File: config.mk
export PLATFORM = sky130hd
export DESIGN_NAME = http_request_line_parser_top
export DESIGN_NICKNAME = d
export VERILOG_FILES = /design/src/design/hrlp_pkg.sv /design/src/design/http_request_line_parser_top.sv /design/src/design/hrlp_front.sv /design/src/design/hrlp_back.sv
export VERILOG_INCLUDE_DIRS = /design/src /design/src/design
export SDC_FILE = /design/constraint.sdc
export NUM_CORES = 1
export LEC_CHECK = 0
export ABC_AREA = 1
export BUFFER_PORTS_ARGS = -buffer_cell sky130_fd_sc_hd__buf_2
export CORE_UTILIZATION = 57
export CTS_BUF_LIST = sky130_fd_sc_hd__clkbuf_2 sky130_fd_sc_hd__clkbuf_4 sky130_fd_sc_hd__clkbuf_8
export DETAILED_ROUTE_END_ITERATION = 10
export GPL_TIMING_DRIVEN = 0
export PLACE_DENSITY = 0.81
export SLEW_MARGIN = 20
export SYNTH_ARGS = -nofsm -noshare
export SYNTH_HDL_FRONTEND = slang
export SYNTH_SLANG_ARGS = --single-unit
File: constraint.sdc
create_clock -name clk_i -period 3.1 [get_ports clk_i]
set_input_delay 0.62 -clock clk_i [delete_from_list [all_inputs] [get_ports clk_i]]
set_output_delay 0.62 -clock clk_i [all_outputs]
set_load 0.03 [all_outputs]
File: src/design/assert_macros.svh
// Assertion macros shared by the request line parser RTL.
// The plain form checks a property on every clock edge outside reset; the
// implication forms check a consequence in the same or in the next cycle.
`ifndef ASSERT_MACROS_SVH
`define ASSERT_MACROS_SVH
`ifndef SYNTHESIS
`define HRLP_ASSERT(lbl, prop, msg) \
  lbl: assert property (@(posedge clk_i) disable iff (!rst_ni) (prop)) else $error(msg);
`define HRLP_ASSERT_IMP(lbl, ante, cons, msg) \
  lbl: assert property (@(posedge clk_i) disable iff (!rst_ni) (ante) |-> (cons)) \
    else $error(msg);
`define HRLP_ASSERT_NEXT(lbl, ante, cons, msg) \
  lbl: assert property (@(posedge clk_i) disable iff (!rst_ni) (ante) |=> (cons)) \
    else $error(msg);
`else
`define HRLP_ASSERT(lbl, prop, msg)
`define HRLP_ASSERT_IMP(lbl, ante, cons, msg)
`define HRLP_ASSERT_NEXT(lbl, ante, cons, msg)
`endif
`endif

File: src/design/hrlp_pkg.sv
package hrlp_pkg;

  // Widths fixed by the word formats.
  localparam int BYTE_W   = 8;
  localparam int LIMIT_W  = 13;
  localparam int LEN_W    = 4;
  localparam int STATUS_W = 2;
  localparam int CODE_W   = 4;
  localparam int FIELD_W  = 2;

  localparam int METHOD_BUF_LEN_DEF = 7;
  localparam int QUEUE_DEPTH        = 2;

  localparam logic [LIMIT_W-1:0] LIMIT_RESET = 13'd8000;
  localparam logic [LIMIT_W-1:0] COUNT_MAX   = 13'd8191;
  localparam logic [LEN_W-1:0]   LEN_MAX     = 4'd15;

  // Characters that steer the parser.
  localparam logic [BYTE_W-1:0] CHR_SPACE = 8'h20;
  localparam logic [BYTE_W-1:0] CHR_LF    = 8'h0A;
  localparam logic [BYTE_W-1:0] CHR_CR    = 8'h0D;
  localparam logic [BYTE_W-1:0] CHR_LOW_A = 8'h61;
  localparam logic [BYTE_W-1:0] CHR_LOW_Z = 8'h7A;
  localparam logic [BYTE_W-1:0] CASE_OFS  = 8'h20;

  // Line status codes.
  localparam logic [STATUS_W-1:0] ST_RUN        = 2'd0;
  localparam logic [STATUS_W-1:0] ST_DONE       = 2'd1;
  localparam logic [STATUS_W-1:0] ST_MALFORMED  = 2'd2;
  localparam logic [STATUS_W-1:0] ST_BAD_METHOD = 2'd3;

  // Parser field codes.
  localparam logic [FIELD_W-1:0] FLD_METHOD   = 2'd0;
  localparam logic [FIELD_W-1:0] FLD_LOCATION = 2'd1;
  localparam logic [FIELD_W-1:0] FLD_VERSION  = 2'd2;

  // Method table. Names are stored left-aligned and padded with zero.
  localparam int NUM_METHODS = 9;
  localparam int MAX_NAME    = 7;

  localparam logic [CODE_W-1:0] M_GET     = 4'd0;
  localparam logic [CODE_W-1:0] M_CONNECT = 4'd8;

  localparam logic [LEN_W-1:0] METHOD_SIZE [NUM_METHODS] = '{
    4'd3, 4'd4, 4'd3, 4'd6, 4'd5, 4'd4, 4'd7, 4'd5, 4'd7
  };

  localparam logic [BYTE_W-1:0] METHOD_CHR [NUM_METHODS][MAX_NAME] = '{
    '{"G", "E", "T", 8'h00, 8'h00, 8'h00, 8'h00},
    '{"P", "O", "S", "T", 8'h00, 8'h00, 8'h00},
    '{"P", "U", "T", 8'h00, 8'h00, 8'h00, 8'h00},
    '{"D", "E", "L", "E", "T", "E", 8'h00},
    '{"P", "A", "T", "C", "H", 8'h00, 8'h00},
    '{"H", "E", "A", "D", 8'h00, 8'h00, 8'h00},
    '{"O", "P", "T", "I", "O", "N", "S"},
    '{"T", "R", "A", "C", "E", 8'h00, 8'h00},
    '{"C", "O", "N", "N", "E", "C", "T"}
  };

  typedef struct packed {
    logic [BYTE_W-1:0] in_byte;
    logic              first_byte;
    logic              last_byte;
  } in_word_t;

  typedef struct packed {
    logic [STATUS_W-1:0] status;
    logic                method_valid;
    logic [CODE_W-1:0]   method_code;
    logic                data_valid;
    logic                field_id;
    logic [BYTE_W-1:0]   data_byte;
    logic                field_end;
  } out_word_t;

  // A received byte after classification by the front end.
  typedef struct packed {
    logic [BYTE_W-1:0] in_byte;
    logic [BYTE_W-1:0] up_byte;
    logic              first_byte;
    logic              last_byte;
    logic              is_space;
    logic              is_lf;
    logic              is_cr;
  } cls_word_t;

  // Queue handshake toward the back end.
  typedef struct packed {
    logic      valid;
    cls_word_t word;
  } queue_head_t;

endpackage

File: src/design/http_request_line_parser_top.sv
// HTTP request line parser. Feed the bytes of a request line one word per
// cycle, with first_byte set on the first byte of every line and last_byte on
// the last byte of the received data; every input word yields exactly one
// result word. The result reports the line status (in progress, complete,
// malformed, invalid method), flags the word on which the method was
// recognized together with its code, streams each location byte as it
// arrives and each version byte one word late, and marks the end of each
// field. A CR directly before the terminating LF is dropped. The block
// sustains one word per cycle while the queue has room: a classifying front
// end drops bytes into a two-entry queue, and the parser behind it handles one
// byte per cycle into an output register when not stalled, so a stalled result
// does not stop the next word from being accepted. A word is registered in the
// queue, then in the output register. The line limit register bounds the bytes
// examined per line; write it only while the block is idle.

`include "assert_macros.svh"

module http_request_line_parser_top #(
  parameter int METHOD_BUF_LEN = hrlp_pkg::METHOD_BUF_LEN_DEF
) (
  input  logic                          clk_i,
  input  logic                          rst_ni,
  input  logic                          cfg_we_i,
  input  logic [hrlp_pkg::LIMIT_W-1:0]  cfg_data_i,
  input  logic                          in_valid_i,
  input  hrlp_pkg::in_word_t            in_word_i,
  output logic                          in_stall_o,
  output logic                          out_valid_o,
  output hrlp_pkg::out_word_t           out_word_o,
  input  logic                          out_stall_i
);
  import hrlp_pkg::*;

  // Classified bytes wait here until the parser can take them.
  queue_head_t head;
  logic        pop;

  hrlp_front u_front (
    .clk_i      (clk_i),
    .rst_ni     (rst_ni),
    .in_valid_i (in_valid_i),
    .in_word_i  (in_word_i),
    .in_stall_o (in_stall_o),
    .head_o     (head),
    .pop_i      (pop)
  );

  // The parser owns the line state, the method buffer and the output register.
  hrlp_back #(
    .METHOD_BUF_LEN (METHOD_BUF_LEN)
  ) u_back (
    .clk_i       (clk_i),
    .rst_ni      (rst_ni),
    .cfg_we_i    (cfg_we_i),
    .cfg_data_i  (cfg_data_i),
    .head_i      (head),
    .pop_o       (pop),
    .out_valid_o (out_valid_o),
    .out_word_o  (out_word_o),
    .out_stall_i (out_stall_i)
  );

  // A word can only leave the queue when one is there.
  `HRLP_ASSERT_IMP(a_pop_has_word, pop, head.valid, "parser took a word from an empty queue")
  // A stalled result blocks the parser from overwriting it.
  `HRLP_ASSERT_IMP(a_no_overwrite, out_valid_o && out_stall_i, !pop,
    "parser advanced over a stalled result")
  // With space at the output, a waiting word is always taken.
  `HRLP_ASSERT_IMP(a_drain, head.valid && !(out_valid_o && out_stall_i), pop,
    "parser idle while a word waits")

endmodule

File: src/design/hrlp_front.sv
`include "assert_macros.svh"

module hrlp_front (
  input  logic                clk_i,
  input  logic                rst_ni,
  input  logic                in_valid_i,
  input  hrlp_pkg::in_word_t  in_word_i,
  output logic                in_stall_o,
  output hrlp_pkg::queue_head_t head_o,
  input  logic                pop_i
);
  import hrlp_pkg::*;

  localparam int PTR_W = (QUEUE_DEPTH > 1) ? $clog2(QUEUE_DEPTH) : 1;
  localparam int CNT_W = $clog2(QUEUE_DEPTH + 1);
  localparam logic [PTR_W-1:0] PTR_LAST = PTR_W'(QUEUE_DEPTH - 1);
  localparam logic [CNT_W-1:0] CNT_FULL = CNT_W'(QUEUE_DEPTH);

  cls_word_t        entry_q [QUEUE_DEPTH];
  cls_word_t        cls;
  logic [PTR_W-1:0] wr_ptr_q, wr_ptr_d, rd_ptr_q, rd_ptr_d;
  logic [CNT_W-1:0] count_q, count_d;
  logic             push;

  // Classify the byte on the way in so the parser sees ready-made flags.
  always_comb begin
    cls.in_byte    = in_word_i.in_byte;
    cls.first_byte = in_word_i.first_byte;
    cls.last_byte  = in_word_i.last_byte;
    cls.is_space   = (in_word_i.in_byte == CHR_SPACE);
    cls.is_lf      = (in_word_i.in_byte == CHR_LF);
    cls.is_cr      = (in_word_i.in_byte == CHR_CR);
    if ((in_word_i.in_byte >= CHR_LOW_A) && (in_word_i.in_byte <= CHR_LOW_Z)) begin
      cls.up_byte = in_word_i.in_byte - CASE_OFS;
    end else begin
      cls.up_byte = in_word_i.in_byte;
    end
  end

  assign in_stall_o = (count_q == CNT_FULL);
  assign push       = in_valid_i && !in_stall_o;

  always_comb begin
    wr_ptr_d = wr_ptr_q;
    rd_ptr_d = rd_ptr_q;
    count_d  = count_q;
    if (push) begin
      wr_ptr_d = (wr_ptr_q == PTR_LAST) ? '0 : wr_ptr_q + PTR_W'(1);
    end
    if (pop_i) begin
      rd_ptr_d = (rd_ptr_q == PTR_LAST) ? '0 : rd_ptr_q + PTR_W'(1);
    end
    if (push && !pop_i) begin
      count_d = count_q + CNT_W'(1);
    end else if (!push && pop_i) begin
      count_d = count_q - CNT_W'(1);
    end
  end

  always_ff @(posedge clk_i or negedge rst_ni) begin
    if (!rst_ni) begin
      wr_ptr_q <= '0;
      rd_ptr_q <= '0;
      count_q  <= '0;
    end else begin
      wr_ptr_q <= wr_ptr_d;
      rd_ptr_q <= rd_ptr_d;
      count_q  <= count_d;
    end
  end

  always_ff @(posedge clk_i) begin
    if (push) begin
      entry_q[wr_ptr_q] <= cls;
    end
  end

  assign head_o.valid = (count_q != '0);
  assign head_o.word  = entry_q[rd_ptr_q];

  `HRLP_ASSERT(a_count_bound, count_q <= CNT_FULL, "queue count above depth")
  `HRLP_ASSERT_IMP(a_pop_nonempty, pop_i, count_q != '0, "pop from empty queue")
  `HRLP_ASSERT_NEXT(a_push_grows, push && !pop_i, count_q == $past(count_q) + CNT_W'(1),
    "queue count did not grow on push")

endmodule

File: src/design/hrlp_back.sv
`include "assert_macros.svh"

module hrlp_back #(
  parameter int METHOD_BUF_LEN = hrlp_pkg::METHOD_BUF_LEN_DEF
) (
  input  logic                          clk_i,
  input  logic                          rst_ni,
  input  logic                          cfg_we_i,
  input  logic [hrlp_pkg::LIMIT_W-1:0]  cfg_data_i,
  input  hrlp_pkg::queue_head_t         head_i,
  output logic                          pop_o,
  output logic                          out_valid_o,
  output hrlp_pkg::out_word_t           out_word_o,
  input  logic                          out_stall_i
);
  import hrlp_pkg::*;

  localparam int IDX_W = $clog2(METHOD_BUF_LEN);

  logic [BYTE_W-1:0]   buf_q [METHOD_BUF_LEN];
  logic [LIMIT_W-1:0]  limit_q;
  logic [FIELD_W-1:0]  field_q, field_d, field_e;
  logic [LEN_W-1:0]    len_q, len_d, len_e;
  logic [LIMIT_W-1:0]  cnt_q, cnt_d, cnt_e;
  logic [BYTE_W-1:0]   held_q, held_d, held_e;
  logic                held_vld_q, held_vld_d, held_vld_e;
  logic [STATUS_W-1:0] fstat_q, fstat_d, fstat_e;
  logic                out_valid_q;
  out_word_t           out_q, res;
  logic                buf_we;
  logic [NUM_METHODS-1:0] hit;
  logic                hit_any;
  logic [CODE_W-1:0]   hit_code;
  cls_word_t           w;

  assign w     = head_i.word;
  assign pop_o = head_i.valid && (!out_valid_q || !out_stall_i);

  // Start of a new line clears the parser state before the byte is used.
  always_comb begin
    if (w.first_byte) begin
      field_e    = FLD_METHOD;
      len_e      = '0;
      cnt_e      = '0;
      held_e     = '0;
      held_vld_e = 1'b0;
      fstat_e    = ST_RUN;
    end else begin
      field_e    = field_q;
      len_e      = len_q;
      cnt_e      = cnt_q;
      held_e     = held_q;
      held_vld_e = held_vld_q;
      fstat_e    = fstat_q;
    end
  end

  // Compare the buffered method against every name in parallel.
  always_comb begin
    hit_code = M_GET;
    for (int m = 0; m < NUM_METHODS; m++) begin
      hit[m] = (len_e == METHOD_SIZE[m]);
      for (int k = 0; k < MAX_NAME; k++) begin
        if ((LEN_W'(k) < METHOD_SIZE[m]) && (buf_q[k] != METHOD_CHR[m][k])) begin
          hit[m] = 1'b0;
        end
      end
    end
    for (int m = NUM_METHODS - 1; m >= 0; m--) begin
      if (hit[m]) begin
        hit_code = CODE_W'(m);
      end
    end
  end

  assign hit_any = |hit;

  always_comb begin
    field_d    = field_e;
    len_d      = len_e;
    cnt_d      = cnt_e;
    held_d     = held_e;
    held_vld_d = held_vld_e;
    fstat_d    = fstat_e;
    buf_we     = 1'b0;
    res        = '0;
    if (fstat_e != ST_RUN) begin
      res.status = fstat_e;
    end else begin
      cnt_d = (cnt_e != COUNT_MAX) ? cnt_e + LIMIT_W'(1) : cnt_e;
      unique case (field_e)
        FLD_METHOD: begin
          if (w.is_space) begin
            if (hit_any) begin
              res.method_valid = 1'b1;
              res.method_code  = hit_code;
              field_d          = FLD_LOCATION;
            end else begin
              fstat_d = ST_BAD_METHOD;
            end
          end else begin
            buf_we = (32'(len_e) < METHOD_BUF_LEN);
            if (len_e != LEN_MAX) begin
              len_d = len_e + LEN_W'(1);
            end
          end
        end
        FLD_LOCATION: begin
          if (w.is_space) begin
            res.field_end = 1'b1;
            field_d       = FLD_VERSION;
          end else begin
            res.data_valid = 1'b1;
            res.data_byte  = w.in_byte;
          end
        end
        default: begin
          // Version bytes lag by one so a CR right before the LF is dropped.
          if (w.is_lf) begin
            res.field_end = 1'b1;
            if (held_vld_e && (held_e != CHR_CR)) begin
              res.data_valid = 1'b1;
              res.data_byte  = held_e;
            end
            held_vld_d = 1'b0;
            held_d     = '0;
            fstat_d    = ST_DONE;
          end else begin
            if (held_vld_e) begin
              res.data_valid = 1'b1;
              res.data_byte  = held_e;
            end
            held_d     = w.in_byte;
            held_vld_d = 1'b1;
          end
          res.field_id = res.data_valid || res.field_end;
        end
      endcase
      if ((fstat_d == ST_RUN) && (w.last_byte || (cnt_d >= limit_q))) begin
        fstat_d    = ST_MALFORMED;
        held_vld_d = 1'b0;
        held_d     = '0;
      end
      res.status = fstat_d;
    end
  end

  always_ff @(posedge clk_i or negedge rst_ni) begin
    if (!rst_ni) begin
      limit_q     <= LIMIT_RESET;
      field_q     <= FLD_METHOD;
      len_q       <= '0;
      cnt_q       <= '0;
      held_q      <= '0;
      held_vld_q  <= 1'b0;
      fstat_q     <= ST_RUN;
      out_valid_q <= 1'b0;
    end else begin
      if (cfg_we_i) begin
        limit_q <= cfg_data_i;
      end
      if (pop_o) begin
        field_q    <= field_d;
        len_q      <= len_d;
        cnt_q      <= cnt_d;
        held_q     <= held_d;
        held_vld_q <= held_vld_d;
        fstat_q    <= fstat_d;
      end
      if (pop_o) begin
        out_valid_q <= 1'b1;
      end else if (!out_stall_i) begin
        out_valid_q <= 1'b0;
      end
    end
  end

  always_ff @(posedge clk_i) begin
    if (pop_o) begin
      out_q <= res;
    end
    if (pop_o && buf_we) begin
      buf_q[len_e[IDX_W-1:0]] <= w.up_byte;
    end
  end

  assign out_valid_o = out_valid_q;
  assign out_word_o  = out_q;

  `HRLP_ASSERT_IMP(a_method_code, out_valid_q && out_q.method_valid,
    out_q.method_code <= M_CONNECT, "method reported with a bad code")
  `HRLP_ASSERT_IMP(a_one_kind, out_valid_q && out_q.method_valid,
    !out_q.data_valid && !out_q.field_end, "method word also carries field data")
  `HRLP_ASSERT_IMP(a_held_in_version, held_vld_q, field_q == FLD_VERSION,
    "held byte outside the version field")

endmodule
* Word-level counts from Yosys, hierarchy flattened
Memories as Yosys holds them, arrays and structs flattened.
Cells that the tools add are included.
** Storage, ports and cells
- Register bits :: 66
- Bits in latches :: 0
- Bits in writable memories :: 98
- Bits in read-only memories :: 0
- Input bits :: 28
- Output and inout port bits :: 20
- Logic and storage cells :: 229
- Memories :: 2
** Cells by class
- $add $sub $neg :: 7
- $mul :: 0
- Divide/modulo/power cells :: 0
- $lt $le $gt $ge :: 4
- Eq/ne operators :: 47
- Shifts and indexed selects :: 0
- Mux-type cells :: 116
- Bitwise logic cells :: 3
- Reduce and logical (&&, ||, !) cells :: 29
** Memories
- u_back.buf_q :: words 7, bits a word 8, rd ports 7, clocked after Yosys merged registers in 0, write ports 1, line hrlp_back.sv:20 : logic [BYTE_W-1:0] buf_q [METHOD_BUF_LEN];
- u_front.entry_q :: words 2, bits a word 21, rd ports 1, clocked after Yosys merged registers in 0, write ports 1, line hrlp_front.sv:19 : cls_word_t entry_q [QUEUE_DEPTH];
** Operator list (number)
- $ne 8x7->1 const B :: 33
- $mux 8 :: 10
- $mux 1 :: 70
- $mux 4 :: 14
- $mux 13 :: 3
- $mux 2 :: 14
- $pmux 9 s2 :: 1
- $eq 4x3->1 const B :: 4
- $eq 8x4->1 const B :: 2
- $add 13x1->13 const B :: 1
- $ge 13x13->1 :: 1
- $ne 13x13->1 const B :: 1
- $reduce_or 12->1 :: 1
- $reduce_or 9->1 :: 1
- $eq 8x6->1 const B :: 1
- $ge 8x7->1 const B :: 1
- $le 8x7->1 const B :: 1
- $logic_and 1x1->1 :: 8
- $ne 8x4->1 const B :: 1
- $pmux 2 s2 :: 2
- $reduce_or 8->1 :: 1
- $sub 8x6->8 const B :: 1
- $reduce_bool 2->1 :: 3
- $reduce_or 3->1 :: 2
- other kinds (19) :: 29

* Longest topological paths before layout
An unclocked memory read counts as a cell.
- Depth after elaboration :: 20
- Mapped depth :: 25
- Depth with buffers taken out :: 25

* By module
A second synthesis with hierarchy kept.
** Unflattened totals
- Cells, all modules :: 863
- Area, all modules :: 7862.5 µm²
** Modules (own cells, without submodules)
- hrlp_back :: instances 1, cells an instance 753, area an instance 6271.0 µm², seq. area each 3330.7 µm²
- hrlp_front :: instances 1, cells an instance 110, area an instance 1591.5 µm², seq. area each 1061.0 µm²

* Worst setup path before layout
OpenSTA, ideal clock, no wires.
- Path kind :: register -> register
- Start point :: register u_front.rd_ptr_q
- End point :: register u_back.out_q, in the netlist u_back.out_word_o[17] (data pin)
- Setup time :: 256 ps
- Arrival time :: 2965 ps
- Required time :: 2844 ps
- Path slack :: -120 ps
- Cell stages (with the launch flop) :: 21
- Buffers on the path :: 1
- Clock period less this slack :: 3220 ps
- Path through :: dfrtp_1 -> nand2_1 -> nand2_4 -> nor2_1 -> ha_1 -> nand2_1 -> nor2_2 -> nand2_1 -> nor3_4 -> nand3_2 -> buf_6 -> nand2_2 -> ha_1 -> a21oi_1 -> o21ai_0 -> o21ai_0 -> nand3_1 -> nor2_1 -> o211ai_1 -> nand2_1 -> nand2_1
** Between the ends
- Longest elaborated chain between the ends :: 19
- Elaborated cells on any way between the ends :: 72
- Those cells by class :: add/sub (1); order compare (1); eq/ne (7); mux (56); reduce/logical (6); memory (1)
** RTL lines
- start, declared :: line hrlp_front.sv:21 : logic [PTR_W-1:0] wr_ptr_q, wr_ptr_d, rd_ptr_q, rd_ptr_d;
- start signal, assigned :: line hrlp_front.sv:67 : rd_ptr_q <= rd_ptr_d;
- $mem_v2 2x21 (*)
- $mux 4 :: line hrlp_back.sv:41 : if (w.first_byte) begin
- $eq 4x3->1 :: line hrlp_back.sv:62 : hit[m] = (len_e == METHOD_SIZE[m]);
- $mux 1 (7 in a row) :: line hrlp_back.sv:64 : if ((LEN_W'(k) < METHOD_SIZE[m]) && (buf_q[k] != METHOD_CHR[m][k])) begin
- $reduce_or 9->1 :: line hrlp_back.sv:76 : assign hit_any = |hit;
- $mux 2 :: line hrlp_back.sv:94 : if (hit_any) begin
- $mux 2 :: line hrlp_back.sv:93 : if (w.is_space) begin
- $pmux 2 s2 :: line hrlp_back.sv:91 : unique case (field_e)
- $mux 2 :: line hrlp_back.sv:87 : if (fstat_e != ST_RUN) begin
- $logic_not 2->1 :: line hrlp_back.sv:139 : if ((fstat_d == ST_RUN) && (w.last_byte || (cnt_d >= limit_q))) begin
- $logic_and 1x1->1 :: line hrlp_back.sv:139
- $mux 2 :: line hrlp_back.sv:139
- $mux 2 (*)
- via u_back.fstat_d[1] :: line hrlp_back.sv:27 : logic [STATUS_W-1:0] fstat_q, fstat_d, fstat_e;
- end signal, assigned :: line hrlp_back.sv:180 : out_q <= res;
- end, declared :: line hrlp_back.sv:29 : out_word_t out_q, res;
The timed path passes the listed nets; every way through them passes the cells marked *. The select of a mux whose other input is x is not followed.
A chain may end at the register's enable or synchronous reset.

* Final worst setup path
- Start point :: register u_front.rd_ptr_q
- End point :: register u_back.held_q[6]
** Between the ends
- Longest elaborated chain between the ends :: 19
- Elaborated cells on any way between the ends :: 76
- Those cells by class :: add/sub (1); order compare (1); eq/ne (7); mux (59); reduce/logical (7); memory (1)
** RTL lines
- $mem_v2 2x21 (*)
- $mux 4 :: line hrlp_back.sv:41
- $eq 4x3->1 :: line hrlp_back.sv:62
- $mux 1 (7 in a row) :: line hrlp_back.sv:64
- $reduce_or 9->1 :: line hrlp_back.sv:76
- $mux 2 :: line hrlp_back.sv:94
- $mux 2 :: line hrlp_back.sv:93
- $pmux 2 s2 :: line hrlp_back.sv:91
- $mux 2 :: line hrlp_back.sv:87
- $logic_not 2->1 :: line hrlp_back.sv:139
- $logic_and 1x1->1 :: line hrlp_back.sv:139
- $mux 8 :: line hrlp_back.sv:139
- $mux 8 (*) :: line hrlp_back.sv:87
- end signal, assigned :: line hrlp_back.sv:166 : held_q <= held_d;
- end, declared :: line hrlp_back.sv:25 : logic [BYTE_W-1:0] held_q, held_d, held_e;
Every way passes the cells marked *; elsewhere a longest branch is shown, timed or not. The select of a mux whose other input is x is not followed.

==> results.sh <==
export IMPL_crit_start="u_front.rd_ptr_q$_DFFE_PN0P_"
export IMPL_drv_cap=0
export IMPL_via_per_inst=5.54
export IMPL_synth_top_cell_by_area="edfxtp_1"
export IMPL_synth_area_leaders="edfxtp_1 40%, dfrtp_1 13%, nand2_1 9.5%"
export IMPL_min_period_ps=3470
export IMPL_power_per_cell_area_mw_per_mm2=922
export IMPL_number_of_inserted_filler_cells_in_the_final_layout=992
export IMPL_cts_root_buf="clkbuf_8"
export IMPL_report_final_slew_viol_count=0
export IMPL_synth_sequential_area_ratio=0.552
export IMPL_drt_first_pass_iters=6
export IMPL_post_dp_cell_area_sq_mm=0.00833
export IMPL_grt_total_usage=0.270
export IMPL_via_count=6555
export IMPL_grt_antenna_before_repair=0
export IMPL_drt_drc_violations_left=0
export IMPL_fin_worst_skew_ps=12.7
export IMPL_synthDominantCellAreaShare=0.398
export IMPL_fin_ws_ps=-367
export IMPL_timing_reg2reg_worst_path_depth=22
export IMPL_number_of_enable_flip_flop_cells_after_synthesis=104
export IMPL_gr_total_overflow=0
export IMPL_status="finished, violations left"
export IMPL_synth_most_common_cell="nand2_1"
export IMPL_route_detailed_wl_per_inst_um=15.7
export IMPL_critical_path_max_fanout=7
export IMPL_postLayoutCellArea_sq_mm=0.00931
export IMPL_rows=42
export IMPL_worst_endpoint_required_ps=3500
export IMPL_core_area_sq_mm=0.0133
export IMPL_cts_reportedPaths_clkPinSlew_ps=90
export IMPL_max_clock_freq_mhz=288
export IMPL_ant_nets=0
export IMPL_synth_cells_most_frequent="198 x nand2_1, 148 x nor2_1, 128 x inv_1"
export IMPL_cts_htree_levels=4
export IMPL_clk_insertion_delay_late_ps=470
export IMPL_fp_dieW_um=119
export IMPL_postSynthNetCount=953
export IMPL_vdd_ir_drop_worst_v=0.000599
export IMPL_final_setup_viols=11
export IMPL_first_iteration_detailed_routing_drc_count=609
export IMPL_slew_hr=0.470
export IMPL_layout_drive_gt1_share=0.194
export IMPL_initial_core_util=0.588
export IMPL_grt_pass1_wl_um=29400
export IMPL_number_of_global_route_vias_before_repair=6078
export IMPL_cp_end_kind="register"
export IMPL_final_hold_viol_count=0
export IMPL_grt_start_max_net_pins=49
export IMPL_hold_path_class="in2async"
export IMPL_worst_setup_path_type="reg2reg"
export IMPL_clk_path_buf_depth=2
export IMPL_ys_flop_type="edfxtp_1"
export IMPL_design_portCount=48
export IMPL_cts_inserted_buffers=17
export IMPL_height_of_the_die_um=119
export IMPL_crit_path_start_kind="register"
export IMPL_power_static_leakage_uw=0.00400
export IMPL_worst_ep_arrival_time_ps=3870
export IMPL_final_nets=1041
export IMPL_rsz0062_at_grt="true"
export IMPL_cts_tree="done"
export IMPL_hold_worst_slack_ps=169
export IMPL_detailedPlacementHpwl_um=12400
export IMPL_timing_rr_start="u_front.rd_ptr_q$_DFFE_PN0P_"
export IMPL_postSynthCellCount=906
export IMPL_final_min_period_over_clock_period=1.12
export IMPL_io_buffers=47
export IMPL_slew_at_the_pin_closest_to_its_max_slew_limit_ps=794
export IMPL_synth_cell_type_count=40
export IMPL_cts_num_sinks=152
export IMPL_wl_um=18600
export IMPL_dieArea_sq_mm=0.0142
export IMPL_minimum_setup_slack_after_placement_ps=-774
export IMPL_stdcell_count=1183
export IMPL_violations="setup timing"
export IMPL_synth_avg_cell_area_sq_um=8.66
export IMPL_dpl_cell_count=1129
export IMPL_post_synth_instance_area_sq_mm=0.00784
export IMPL_replace_congestion=0.941
export IMPL_async_flop_share=0.316
export IMPL_antenna_cells=0
export IMPL_yosys_warnings=0
export IMPL_hold_buffers=0
export IMPL_areaGrowthSynthToFinish_pct=18.7
export IMPL_postSynthRegisterBits=152
==> routing by layer <==
metal	vias to the layer above	track usage	wire length, um
li1	3144	-	-
met1	2986	0.348	7440
met2	358	0.441	9010
met3	67	0.0647	1590
met4	0	0.108	592
met5	-	0	0
==> final cells by class <==
class	instances	area, sq um	share of cell area
Clock inverter	14	213	0.0228
Buffer	19	88.8	0.00954
Inverter	133	504	0.0542
Clock buffer	18	241	0.0259
Timing Repair Buffer	68	415	0.0446
Sequential cell	152	4330	0.465
Tap cell	176	220	0.0237
Multi-Input combinational cell	603	3290	0.354
==> worst max-delay path, cell delays in order, from the launching register on <==
cell and delay [ps]:
dfrtp_2 450, inv_4 50, nand2_4 90, nand2_8 90
nor2_4 140, ha_4 170, nand2_4 50, nor2_4 110
nand2_2 90, nor3_4 320, nand3_4 220, buf_8 230
nand2_4 70, ha_4 210, a21oi_2 140, o21ai_1 80
o21ai_1 160, nand3_2 110, nor2_4 160, inv_2 90
nand3_4 120, nand3_1 100, a21oi_2 150
==> cell families (layout without fill, tap and decap cells) <==
| family | count (synthesis) | in the layout | synth area share |
|---|---|---|---|
| xor gates and xnor gates | 15 | 15 | 0.0168 |
| adders and majority gates | 19 | 19 | 0.0303 |
| DFF | 152 | 152 | 0.552 |
| buffers and inverters | 152 | 252 | 0.0747 |
| AOI/OAI and AO/OA | 107 | 107 | 0.0715 |
| and+or+nand+nor | 460 | 461 | 0.253 |
| muxes | 1 | 1 | 0.00144 |
==> layout by cell type (no fill, tap or decap), types with 3 or more instances in the layout <==
master | netlist | final
or2_2 | 3 | 3
nand3_1 | 54 | 50
inv_8 | 0 | 3
buf_4 | 0 | 21
o22ai_1 | 8 | 8
edfxtp_1 | 104 | 104
xor2_1 | 13 | 11
nand2_1 | 198 | 189
inv_1 | 128 | 126
o21ai_1 | 3 | 7
a21oi_1 | 29 | 19
inv_6 | 0 | 3
nand4_1 | 12 | 12
clkbuf_1 | 12 | 11
nor2_2 | 2 | 7
nor3_2 | 0 | 3
nor3_4 | 2 | 3
o21ai_0 | 62 | 56
ha_1 | 19 | 10
bufinv_16 | 0 | 4
a21oi_2 | 0 | 10
nand2_2 | 10 | 12
clkbuf_8 | 0 | 17
nand3_4 | 0 | 3
buf_2 | 4 | 50
nand2_4 | 3 | 9
nand3b_1 | 4 | 4
ha_4 | 0 | 9
dfstp_2 | 6 | 6
nand3_2 | 3 | 5
nor3_1 | 15 | 11
nor2_4 | 1 | 6
inv_2 | 3 | 4
nor2_1 | 148 | 138
dfrtp_1 | 42 | 41
==> per-stage QoR <==
stage | utilization | TNS [ps] | power (uW)
after floorplan | - | 0 | 5310
after CTS | 0.681 | -2190 | 8230
after global placement | 0.623 | -7470 | 6170
after detailed placement | 0.624 | -8590 | 6250
after global routing | 0.697 | -5810 | 9070
final | 0.697 | -3740 | 8580
==> power by group <==
group	internal [uW]	switching, uW
registers	2830	232
clock network	910	797
logic	1140	2670
==> timing repair <==
action,CTS,global route
pin swaps,17,23
setup buffers,14,6
gates resized for setup,32,38
endpoints found under the setup margin,27,17
cloned,2,0
==> registers in the layout (all words and copies together), names as in the netlist <==
| name | flops |
|---|---|
| u_front.entry_q | 30 |
| u_back.limit_q | 13 |
| u_back.fstat_q | 2 |
| u_back.field_q | 2 |
| u_back.held_vld_q | 1 |
| u_back.cnt_q | 13 |
| u_back.len_q | 4 |
| u_back.out_word_o | 18 |
| u_front.count_q | 2 |
| u_back.buf_q | 56 |
| u_back.out_valid_o | 1 |
| u_front.wr_ptr_q | 1 |
| u_front.rd_ptr_q | 1 |
| u_back.held_q | 8 |
==> final timing paths <==
path	endpoint	slack [ps]
min	u_front.count_q[1]$_DFFE_PN0P_	170
min in group clk_i	u_front.entry_q[1][4]$_DFFE_PP_	340
max	u_back.held_q[6]$_DFFE_PN0P_	-370
max reg2reg	u_back.held_q[6]$_DFFE_PN0P_	-370
min reg2reg	u_back.limit_q[12]$_DFFE_PN1P_	510
max in group asynchronous	u_front.rd_ptr_q$_DFFE_PN0P_	2480
Power figures use the tool's default switching activity.
